`src/sv/tcf_pkg.sv`:
```
// Shared request kinds, result status codes and stamp width for the two-class FIFO.
package tcf_pkg;

    localparam int STAMP_W = 32;
    localparam int KIND_W  = 3;
    localparam int STAT_W  = 2;

    localparam logic [KIND_W-1:0] KIND_ADD0     = 3'd0;
    localparam logic [KIND_W-1:0] KIND_ADD1     = 3'd1;
    localparam logic [KIND_W-1:0] KIND_TAKE0    = 3'd2;
    localparam logic [KIND_W-1:0] KIND_TAKE1    = 3'd3;
    localparam logic [KIND_W-1:0] KIND_TAKE_ANY = 3'd4;

    localparam logic [STAT_W-1:0] STAT_STORED = 2'd0;
    localparam logic [STAT_W-1:0] STAT_GIVEN  = 2'd1;
    localparam logic [STAT_W-1:0] STAT_NONE   = 2'd2;
    localparam logic [STAT_W-1:0] STAT_FULL   = 2'd3;

    typedef logic [STAMP_W-1:0] stamp_t;

endpackage

```
`src/sv/two_class_fifo_oldest_first_core.sv`:
```
// Two-class FIFO core: per-class queue memories, arrival stamps, oldest-first take.
// An accepted request moves the core to its execute state; the result strobe is registered from there.
// The core takes no new request while busy; busy holds for the cycle in which the
// registered memory read of both queue heads returns and the request is executed.
// Results cannot be stalled: done marks each result for exactly one cycle.
// Reset (rst_n low, asynchronous): heads, counts and the stamp clear to zero, the core
// goes idle at once; queue memories are not cleared and their contents are used only where written.
module two_class_fifo_oldest_first_core
    import tcf_pkg::*;
#(
    parameter int QUEUE_DEPTH = 16,
    parameter int TAG_WIDTH   = 16
)
(
    input  logic                 clk,
    input  logic                 rst_n,
    input  logic                 start,
    output logic                 busy,
    input  logic [KIND_W-1:0]    kind,
    input  logic [TAG_WIDTH-1:0] item_tag,
    output logic                 done,
    output logic [STAT_W-1:0]    status,
    output logic [TAG_WIDTH-1:0] out_tag,
    output logic                 out_class,
    output logic [STAMP_W-1:0]   out_stamp
);

    localparam int IDX_W = (QUEUE_DEPTH > 1) ? $clog2(QUEUE_DEPTH) : 1;
    localparam int CNT_W = IDX_W + 1;
    localparam int ENT_W = TAG_WIDTH + STAMP_W;
    localparam logic [CNT_W-1:0] DEPTH_C = CNT_W'(QUEUE_DEPTH);

    localparam logic ST_IDLE = 1'b0;
    localparam logic ST_EXEC = 1'b1;

    // Queue memories: one entry is {tag, stamp}.
    logic [ENT_W-1:0] mem0 [QUEUE_DEPTH];
    logic [ENT_W-1:0] mem1 [QUEUE_DEPTH];

    logic                 state_reg, state_next;
    logic [KIND_W-1:0]    kind_reg;
    logic [TAG_WIDTH-1:0] tag_reg;
    logic [IDX_W-1:0]     head0_reg, head0_next, head1_reg, head1_next;
    logic [CNT_W-1:0]     cnt0_reg, cnt0_next, cnt1_reg, cnt1_next;
    stamp_t               stamp_reg, stamp_next;
    logic [ENT_W-1:0]     rd0_reg, rd1_reg;

    logic                 done_reg, done_next;
    logic [STAT_W-1:0]    status_reg, status_next;
    logic [TAG_WIDTH-1:0] otag_reg, otag_next;
    logic                 ocls_reg, ocls_next;
    stamp_t               ostamp_reg, ostamp_next;

    logic             wr0_en, wr1_en;
    logic [IDX_W-1:0] tail0, tail1;
    logic [ENT_W-1:0] wr_data;
    logic             empty0, empty1, full0, full1;
    logic             older0, pick0;
    stamp_t           stamp_diff;

    // Tail slot: head plus occupancy, folded back once past the end.
    function automatic logic [IDX_W-1:0] tail_slot(input logic [IDX_W-1:0] head,
                                                   input logic [CNT_W-1:0] cnt);
        logic [CNT_W-1:0] sum;
        begin
            sum = CNT_W'(head) + cnt;
            if (sum >= DEPTH_C)
            begin
                sum = sum - DEPTH_C;
            end
            tail_slot = sum[IDX_W-1:0];
        end
    endfunction

    // Advance a read index by one with wrap.
    function automatic logic [IDX_W-1:0] next_slot(input logic [IDX_W-1:0] head);
        logic [CNT_W-1:0] sum;
        begin
            sum = CNT_W'(head) + CNT_W'(1);
            if (sum >= DEPTH_C)
            begin
                sum = '0;
            end
            next_slot = sum[IDX_W-1:0];
        end
    endfunction

    assign busy      = state_reg;
    assign done      = done_reg;
    assign status    = status_reg;
    assign out_tag   = otag_reg;
    assign out_class = ocls_reg;
    assign out_stamp = ostamp_reg;

    assign empty0 = (cnt0_reg == '0);
    assign empty1 = (cnt1_reg == '0);
    assign full0  = (cnt0_reg >= DEPTH_C);
    assign full1  = (cnt1_reg >= DEPTH_C);
    assign tail0  = tail_slot(head0_reg, cnt0_reg);
    assign tail1  = tail_slot(head1_reg, cnt1_reg);
    assign wr_data = {tag_reg, stamp_reg};

    // Wrap-aware age compare of the two head stamps: class0 is older when the
    // difference has its top bit set; equal stamps favor class1.
    assign stamp_diff = rd0_reg[STAMP_W-1:0] - rd1_reg[STAMP_W-1:0];
    assign older0     = stamp_diff[STAMP_W-1];
    // Any-class take: oldest of two heads, else the only non-empty one.
    assign pick0      = (!empty0 && !empty1) ? older0 : !empty0;

    always_comb
    begin
        state_next  = state_reg;
        head0_next  = head0_reg;
        head1_next  = head1_reg;
        cnt0_next   = cnt0_reg;
        cnt1_next   = cnt1_reg;
        stamp_next  = stamp_reg;
        done_next   = 1'b0;
        status_next = STAT_NONE;
        otag_next   = '0;
        ocls_next   = 1'b0;
        ostamp_next = '0;
        wr0_en      = 1'b0;
        wr1_en      = 1'b0;

        unique case (state_reg)
            ST_IDLE:
            begin
                if (start)
                begin
                    state_next = ST_EXEC;
                end
            end
            ST_EXEC:
            begin
                state_next = ST_IDLE;
                done_next  = 1'b1;
                unique case (kind_reg)
                    KIND_ADD0:
                    begin
                        if (full0)
                        begin
                            status_next = STAT_FULL;
                        end
                        else
                        begin
                            wr0_en      = 1'b1;
                            cnt0_next   = cnt0_reg + CNT_W'(1);
                            stamp_next  = stamp_reg + STAMP_W'(1);
                            status_next = STAT_STORED;
                        end
                    end
                    KIND_ADD1:
                    begin
                        if (full1)
                        begin
                            status_next = STAT_FULL;
                        end
                        else
                        begin
                            wr1_en      = 1'b1;
                            cnt1_next   = cnt1_reg + CNT_W'(1);
                            stamp_next  = stamp_reg + STAMP_W'(1);
                            status_next = STAT_STORED;
                        end
                    end
                    KIND_TAKE0, KIND_TAKE1, KIND_TAKE_ANY:
                    begin
                        // Class 0 when asked for, or when the any-class pick lands there.
                        if ((kind_reg == KIND_TAKE0) ||
                            ((kind_reg == KIND_TAKE_ANY) && pick0))
                        begin
                            if (!empty0)
                            begin
                                head0_next  = next_slot(head0_reg);
                                cnt0_next   = cnt0_reg - CNT_W'(1);
                                status_next = STAT_GIVEN;
                                otag_next   = rd0_reg[ENT_W-1:STAMP_W];
                                ostamp_next = rd0_reg[STAMP_W-1:0];
                            end
                        end
                        else
                        begin
                            if (!empty1)
                            begin
                                head1_next  = next_slot(head1_reg);
                                cnt1_next   = cnt1_reg - CNT_W'(1);
                                status_next = STAT_GIVEN;
                                otag_next   = rd1_reg[ENT_W-1:STAMP_W];
                                ocls_next   = 1'b1;
                                ostamp_next = rd1_reg[STAMP_W-1:0];
                            end
                        end
                    end
                    default:
                    begin
                        status_next = STAT_NONE;
                    end
                endcase
            end
            default:
            begin
                state_next = ST_IDLE;
            end
        endcase
    end

    always_ff @(posedge clk or negedge rst_n)
    begin
        if (!rst_n)
        begin
            state_reg <= ST_IDLE;
            head0_reg <= '0;
            head1_reg <= '0;
            cnt0_reg  <= '0;
            cnt1_reg  <= '0;
            stamp_reg <= '0;
            done_reg  <= 1'b0;
        end
        else
        begin
            state_reg <= state_next;
            head0_reg <= head0_next;
            head1_reg <= head1_next;
            cnt0_reg  <= cnt0_next;
            cnt1_reg  <= cnt1_next;
            stamp_reg <= stamp_next;
            done_reg  <= done_next;
        end
    end

    // Payload: capture the request and the result fields; no reset needed.
    always_ff @(posedge clk)
    begin
        if (start && !busy)
        begin
            kind_reg <= kind;
            tag_reg  <= item_tag;
        end
        status_reg <= status_next;
        otag_reg   <= otag_next;
        ocls_reg   <= ocls_next;
        ostamp_reg <= ostamp_next;
    end

    // Queue memories: read both heads every cycle, write the tail on a stored add.
    // Heads and contents settle at the execute edge, before the next request's read.
    always_ff @(posedge clk)
    begin
        rd0_reg <= mem0[head0_reg];
        rd1_reg <= mem1[head1_reg];
        if (wr0_en)
        begin
            mem0[tail0] <= wr_data;
        end
        if (wr1_en)
        begin
            mem1[tail1] <= wr_data;
        end
    end

endmodule

```
`config.mk`:
```
export PLATFORM = sky130hd
export DESIGN_NAME = two_class_fifo_oldest_first_core
export DESIGN_NICKNAME = d
export VERILOG_FILES = /design/src/sv/tcf_pkg.sv /design/src/sv/two_class_fifo_oldest_first_core.sv
export SDC_FILE = /design/constraint.sdc
export NUM_CORES = 2
export LEC_CHECK = 0
export BUFFER_PORTS_ARGS = -buffer_cell sky130_fd_sc_hd__clkbuf_2
export CORE_MARGIN = 2
export CORE_UTILIZATION = 30
export DETAILED_ROUTE_END_ITERATION = 10
export PLACE_DENSITY_LB_ADDON = 0.05
export SYNTH_ARGS = -nofsm -noshare
export SYNTH_HDL_FRONTEND = slang
export SYNTH_SLANG_ARGS = --single-unit
```
`constraint.sdc`:
```
create_clock -name clk -period 8.1 [get_ports clk]
set_input_delay 1.62 -clock clk [delete_from_list [all_inputs] [get_ports clk]]
set_output_delay 1.62 -clock clk [all_outputs]
set_load 0.02 [all_outputs]
```
### After elaboration in Yosys (flattened, before gate mapping)

Memories as Yosys holds them, arrays and structs flattened. A register that Yosys moved wholly into a read port is not among the register bits.
Index checks and enable logic that the tools add are counted.

* add/sub/neg operators: 12
* magnitude comparators: 6
* eq/ne operators: 10
* multiplexer cells: 42
* bitwise logic cells: 5
* reductions and logical operators: 21

Operators by type and width (number)
* $mux 32: 5
* $pmux 32 s2: 1
* $mux 16: 3
* $add 32x1->32 const B: 1
* $sub 32x32->32: 1
* $ge 5x5->1 const B: 6
* $mux 5: 6
* $pmux 5 s2: 2
* $mux 4: 4
* $mux 1: 14
* $ne 2x2->1 const B: 6
* $reduce_and 4->1: 3
* $add 4x1->5 const B: 2
* $add 4x5->5: 2
* $add 5x1->5 const B: 2
* $logic_not 5->1: 2
* $mux 2: 5
* $reduce_and 5->1: 2
* $sub 5x1->5 const B: 2
* $sub 4x1->4 const B: 2
* $eq 3x2->1 const B: 2
* $pmux 2 s3: 1
* $reduce_bool 2->1: 3
* $reduce_or 3->1: 2
* other kinds (9): 17

* flip-flop bits (word level): 122
* RAM bits: 1536
* input port bits: 22
* output and inout port bits: 53
* logic and storage cells: 111
* memories: 2

Memory list
* mem0: depth 16, bits a word 48, read ports 1, clocked after Yosys merged registers in 1, wr ports 1, line two_class_fifo_oldest_first_core.sv:37 `logic [ENT_W-1:0] mem0 [QUEUE_DEPTH];`
* mem1: depth 16, bits a word 48, read ports 1, clocked after Yosys merged registers in 1, wr ports 1, line two_class_fifo_oldest_first_core.sv:38 `logic [ENT_W-1:0] mem1 [QUEUE_DEPTH];`

### Depth between registers and ports, before layout

* depth in word-level cells: 8
* mapped depth: 13
* mapped depth without buffers: 10

### Worst setup path after synthesis

OpenSTA, ideal clock, no wires.

* kind: register -> register
* from: register cnt1_reg[0]
* to: memory mem1[4][0] in the netlist's numbering, enable pin
* setup time: 0.454 ns
* arrival time: 3.605 ns
* data required time: 7.646 ns
* path slack: 4.041 ns
* stages on the path, launching flop included: 5
* buffers on the path: 0
* period minus slack after synthesis: 4.059 ns
* cell sequence: dfrtp_1 > ha_1 > fa_1 > or3_1 > nor2_1

* cells in the longest elaborated chain, start to end: 6
* elaborated cells between the ends (all ways): 10
* those cells by class: 2 x add/sub; 2 x order compare; 6 x mux

Ends and longest elaborated chain
* from (decl): line two_class_fifo_oldest_first_core.sv:44 `logic [CNT_W-1:0] cnt0_reg, cnt0_next, cnt1_reg, cnt1_next;`
* from (signal assigned): line two_class_fifo_oldest_first_core.sv:226 `cnt1_reg <= cnt1_next;`
* branches (longest 6 deep; another with $add 4x5->5)
* to (decl): line two_class_fifo_oldest_first_core.sv:38

Parallel ways; which one is timed is not known.

### Worst setup path in the final report

* from: register rd1_reg[0], read port of mem1
* to: register head1_reg[0]

* cells in the longest elaborated chain, start to end: 6

Ends and longest elaborated chain
* from (decl): line two_class_fifo_oldest_first_core.sv:46 `logic [ENT_W-1:0] rd0_reg, rd1_reg;`
* $sub 32x32->32: line two_class_fifo_oldest_first_core.sv:105 `assign stamp_diff = rd0_reg[STAMP_W-1:0] - rd1_reg[STAMP_W-1:0];`
* $mux 1: line two_class_fifo_oldest_first_core.sv:108 `assign pick0 = (!empty0 && !empty1) ? older0 : !empty0;`
* $logic_and 1x1->1: line two_class_fifo_oldest_first_core.sv:171 `((kind_reg == KIND_TAKE_ANY) && pick0))`
* $logic_or 1x1->1: line two_class_fifo_oldest_first_core.sv:170 `if ((kind_reg == KIND_TAKE0) ||`
* $not 1->1 (no line)
* $reduce_and 4->1 (no line)
* to (signal assigned): line two_class_fifo_oldest_first_core.sv:224 `head1_reg <= head1_next;`
* to (decl): line two_class_fifo_oldest_first_core.sv:43 `logic [IDX_W-1:0] head0_reg, head0_next, head1_reg, head1_next;`

Every way passes these cells.
A chain may end at the register's enable or synchronous reset.

==> impl_metrics.yaml <==
run_status:
  status: "completed"
power_and_ir_drop:
  p_sw_share_pct: 26.82
  power_w: 0.02416
  p_per_area_nw_per_um2: 317.0
  seqPwrFrac_pct: 44.9
  p_leak_nw: 23.70
  p_int_w: 0.01768
  p_sw_w: 0.006477
  irDropWorstVdd_mv: 0.2295
  pwr-share-comb_pct: 18.1
  p_clk_share_pct: 37.0
clock_network:
  post_cts_buffers: 0
  cts_tree: "yes"
  clk_path_buf_depth: 3
  insertion_delay_ns: 0.83
  cts-root-buf: "clkbuf_16"
  htree_num_levels: 4
  cts_hold_buf: 0
  cts_buffers: 197
  cts_sinks: 1754
  cts_resized: 0
  clk_pin_slew_ns: 0.06
timing:
  min_period_over_period_pct: 56.79
  max_slew_margin_pct: 13.37
  finalHoldViolations: 0
  maxSlewViolCount: 0
  rsz0062_at_grt: "no"
  fin_skew_ns: 0.04185
  setup_viol: 0
  max_freq_mhz: 217.4
  tightest_slew_ns: 1.293
  period_minus_slack_ns: 4.600
  setup_tns_ns: 0
floorplanning:
  core_area_sq_um: 216700
  die_width_um: 470.6
  io_pins: 75
  fp-row-count: 171
  dieHeight_um: 470.6
  initial_core_util_pct: 30.13
  dieArea_sq_um: 221500
worst_hold_path:
  whs_endpoint: "out_tag[6]$_SDFF_PN0_"
  min_path_cells: 1
  hold_class: "register to register"
  holdCritStartpoint: "rd0_reg[38]$_DFF_P_"
layout:
  layout-drive-gt1-share_pct: 30.97
  layout_common_cells: "1555 x edfxtp_1, 480 x mux4_2, 200 x clkbuf_16, 147 x dfxtp_1, 87 x buf_4"
  final_common_cell: "edfxtp_1"
  reg_top3: "mem0 (768), mem1 (768)"
  finalNetCount: 3095
  synthToLayoutAreaGrowth_pct: 16.67
flow_run:
  cap_violations: 0
route:
  drtPass1Iterations: 5
  ant_nets: 0
  vias: 29525
  drt_iter0_markers: 2158
  drc: 0
  routedWlPerCell_um: 30.22
  wl_um: 183000
  via_per_inst: 4.877
synth:
  yosys_warnings: 0
  netlist.area_leader.share_pct: 71.50
  ys_ff_latch: 1754
  ys.flop_type: "edfxtp_1"
  syn_avg_cell_area_sq_um: 23.37
  yosysSeqAreaShare_pct: 77.99
  yosysTopAreaCell: "edfxtp_1"
  syn_area_sq_um: 65310
  async_flop_share_pct: 2.965
  syn_nets: 2866
  synth.area.top_cells: "edfxtp_1 71%, mux4_2 17%, dfxtp_1 4.5%"
  ys_types: 59
  syn-instance-count: 2795
  synth-edff-count: 1555
worst_setup_path:
  reg2reg_from: "rd1_reg[0]$_DFF_P_"
  crit_type: "register to register"
  critPathLaunch: "rd1_reg[0]$_DFF_P_"
  worstPathArrival_ns: 5.30
  worstPathMaxFanout: 31
  endpoint_kind: "register"
  r2r-end: "head1_reg[0]$_DFFE_PN0P_"
  rr_worst_depth: 9
  required_ns: 8.80
  startpoint_type: "register"
  reg2reg_slack_ns: 3.50
grt:
  grt_usage_pct: 16.58
  grt_pass1_vias: 32162
  overflow: 0
  grt_max_degree: 57
  grt_pass1_wl_um: 257700
  antenna_found_initial: 6
placed_design:
  place_congestion: 0.7302
  port_buffers: 74
  dp.final_hpwl_um: 102000
critical path, cell delays in order, from the launching register on:
cell      delay, ns
dfxtp_1        0.33
nor2b_1        0.62
o21ai_0        0.22
a21oi_1        0.41
o21bai_1       0.35
a211o_1        0.37
and3_1         0.29
nor2_4         0.72
buf_4          0.69
mux2_2         0.41
worst max-delay path by stage:
stage,end,slack (ns)
6_report,head1_reg[0]$_DFFE_PN0P_,3.50
5_1_grt,head1_reg[0]$_DFFE_PN0P_,3.20
4_1_cts,head1_reg[0]$_DFFE_PN0P_,3.15
3_5_place_dp,head1_reg[0]$_DFFE_PN0P_,3.16
3_3_place_gp,head1_reg[0]$_DFFE_PN0P_,3.21
2_1_floorplan,mem1[4][0]$_DFFE_PP_,4.04
synth_stat cells, types with 2 or more instances:
cell type / count
a211oi_1: 2
a21o_1: 7
a21oi_1: 26
a22o_1: 48
a31oi_1: 5
and2_1: 2
and3_1: 8
buf_1: 29
buf_2: 19
buf_6: 3
clkbuf_1: 78
dfrtp_1: 52
dfxtp_1: 147
edfxtp_1: 1555
fa_1: 4
ha_1: 45
inv_1: 37
mux2_2: 7
mux2i_1: 3
mux4_2: 480
nand2_1: 43
nand3_1: 18
nand3b_1: 2
nand4_1: 14
nand4b_1: 3
nor2_1: 51
nor2_2: 2
nor2b_1: 4
nor3_1: 3
nor3b_1: 2
nor4_1: 3
o21a_1: 3
o21ai_0: 10
or2_2: 2
or3_1: 3
xnor2_1: 40
xor2_1: 13
metrics by stage:
step / std cells / hold WS, ns / worst slack, ns / util [%] / instance area, sq um
2_1_floorplan: 2795 / 0.4195 / 4.041 / - / 65310
3_5_place_dp: 5679 / 0.4373 / 3.161 / 32.14 / 69650
4_1_cts: 6051 / 0.4465 / 3.151 / 35.15 / 76190
6_report: 6054 / 0.4423 / 3.500 / 35.16 / 76200
5_1_grt: 6052 / 0.4645 / 3.198 / 35.15 / 76190
3_3_place_gp: 5679 / 0.4361 / 3.214 / 32.14 / 69650
final cells by class:
cell class,instances,area [sq um]
fill,19954,140500
timing repair buffer,160,1018
clock buffer,276,5500
multi-input combinational,874,13950
antenna,3,7.507
clock inverter,96,1037
sequential,1754,50970
tap,2854,3571
inverter,37,138.9
power by group through the flow:
stage	Combinational (W)	Clock [W]	Sequential, W
after floorplan	0.00324	0	0.0107
after global placement	0.00453	0	0.0111
after detailed placement	0.00454	0	0.0111
after CTS	0.00455	0.00921	0.0109
after global routing	0.00475	0.00955	0.0109
final	0.00437	0.00893	0.0109
cell families after synthesis:
group	share of synthesized area [%]
xor+xnor	0.7107
mux	16.76
fa+ha+maj	0.9847
buf+inv	1.036
flops	77.99
simple gates	1.230
compound gates	1.285
metal layers:
metal | share of wire (%) | global-route usage, %
met2 | 50 | 27.89
met1 | 45 | 22.59
met3 | 3.1 | 2.529
met5 | 0 | 0
met4 | 1.9 | 3.948
(Power assumes the default switching activity.)
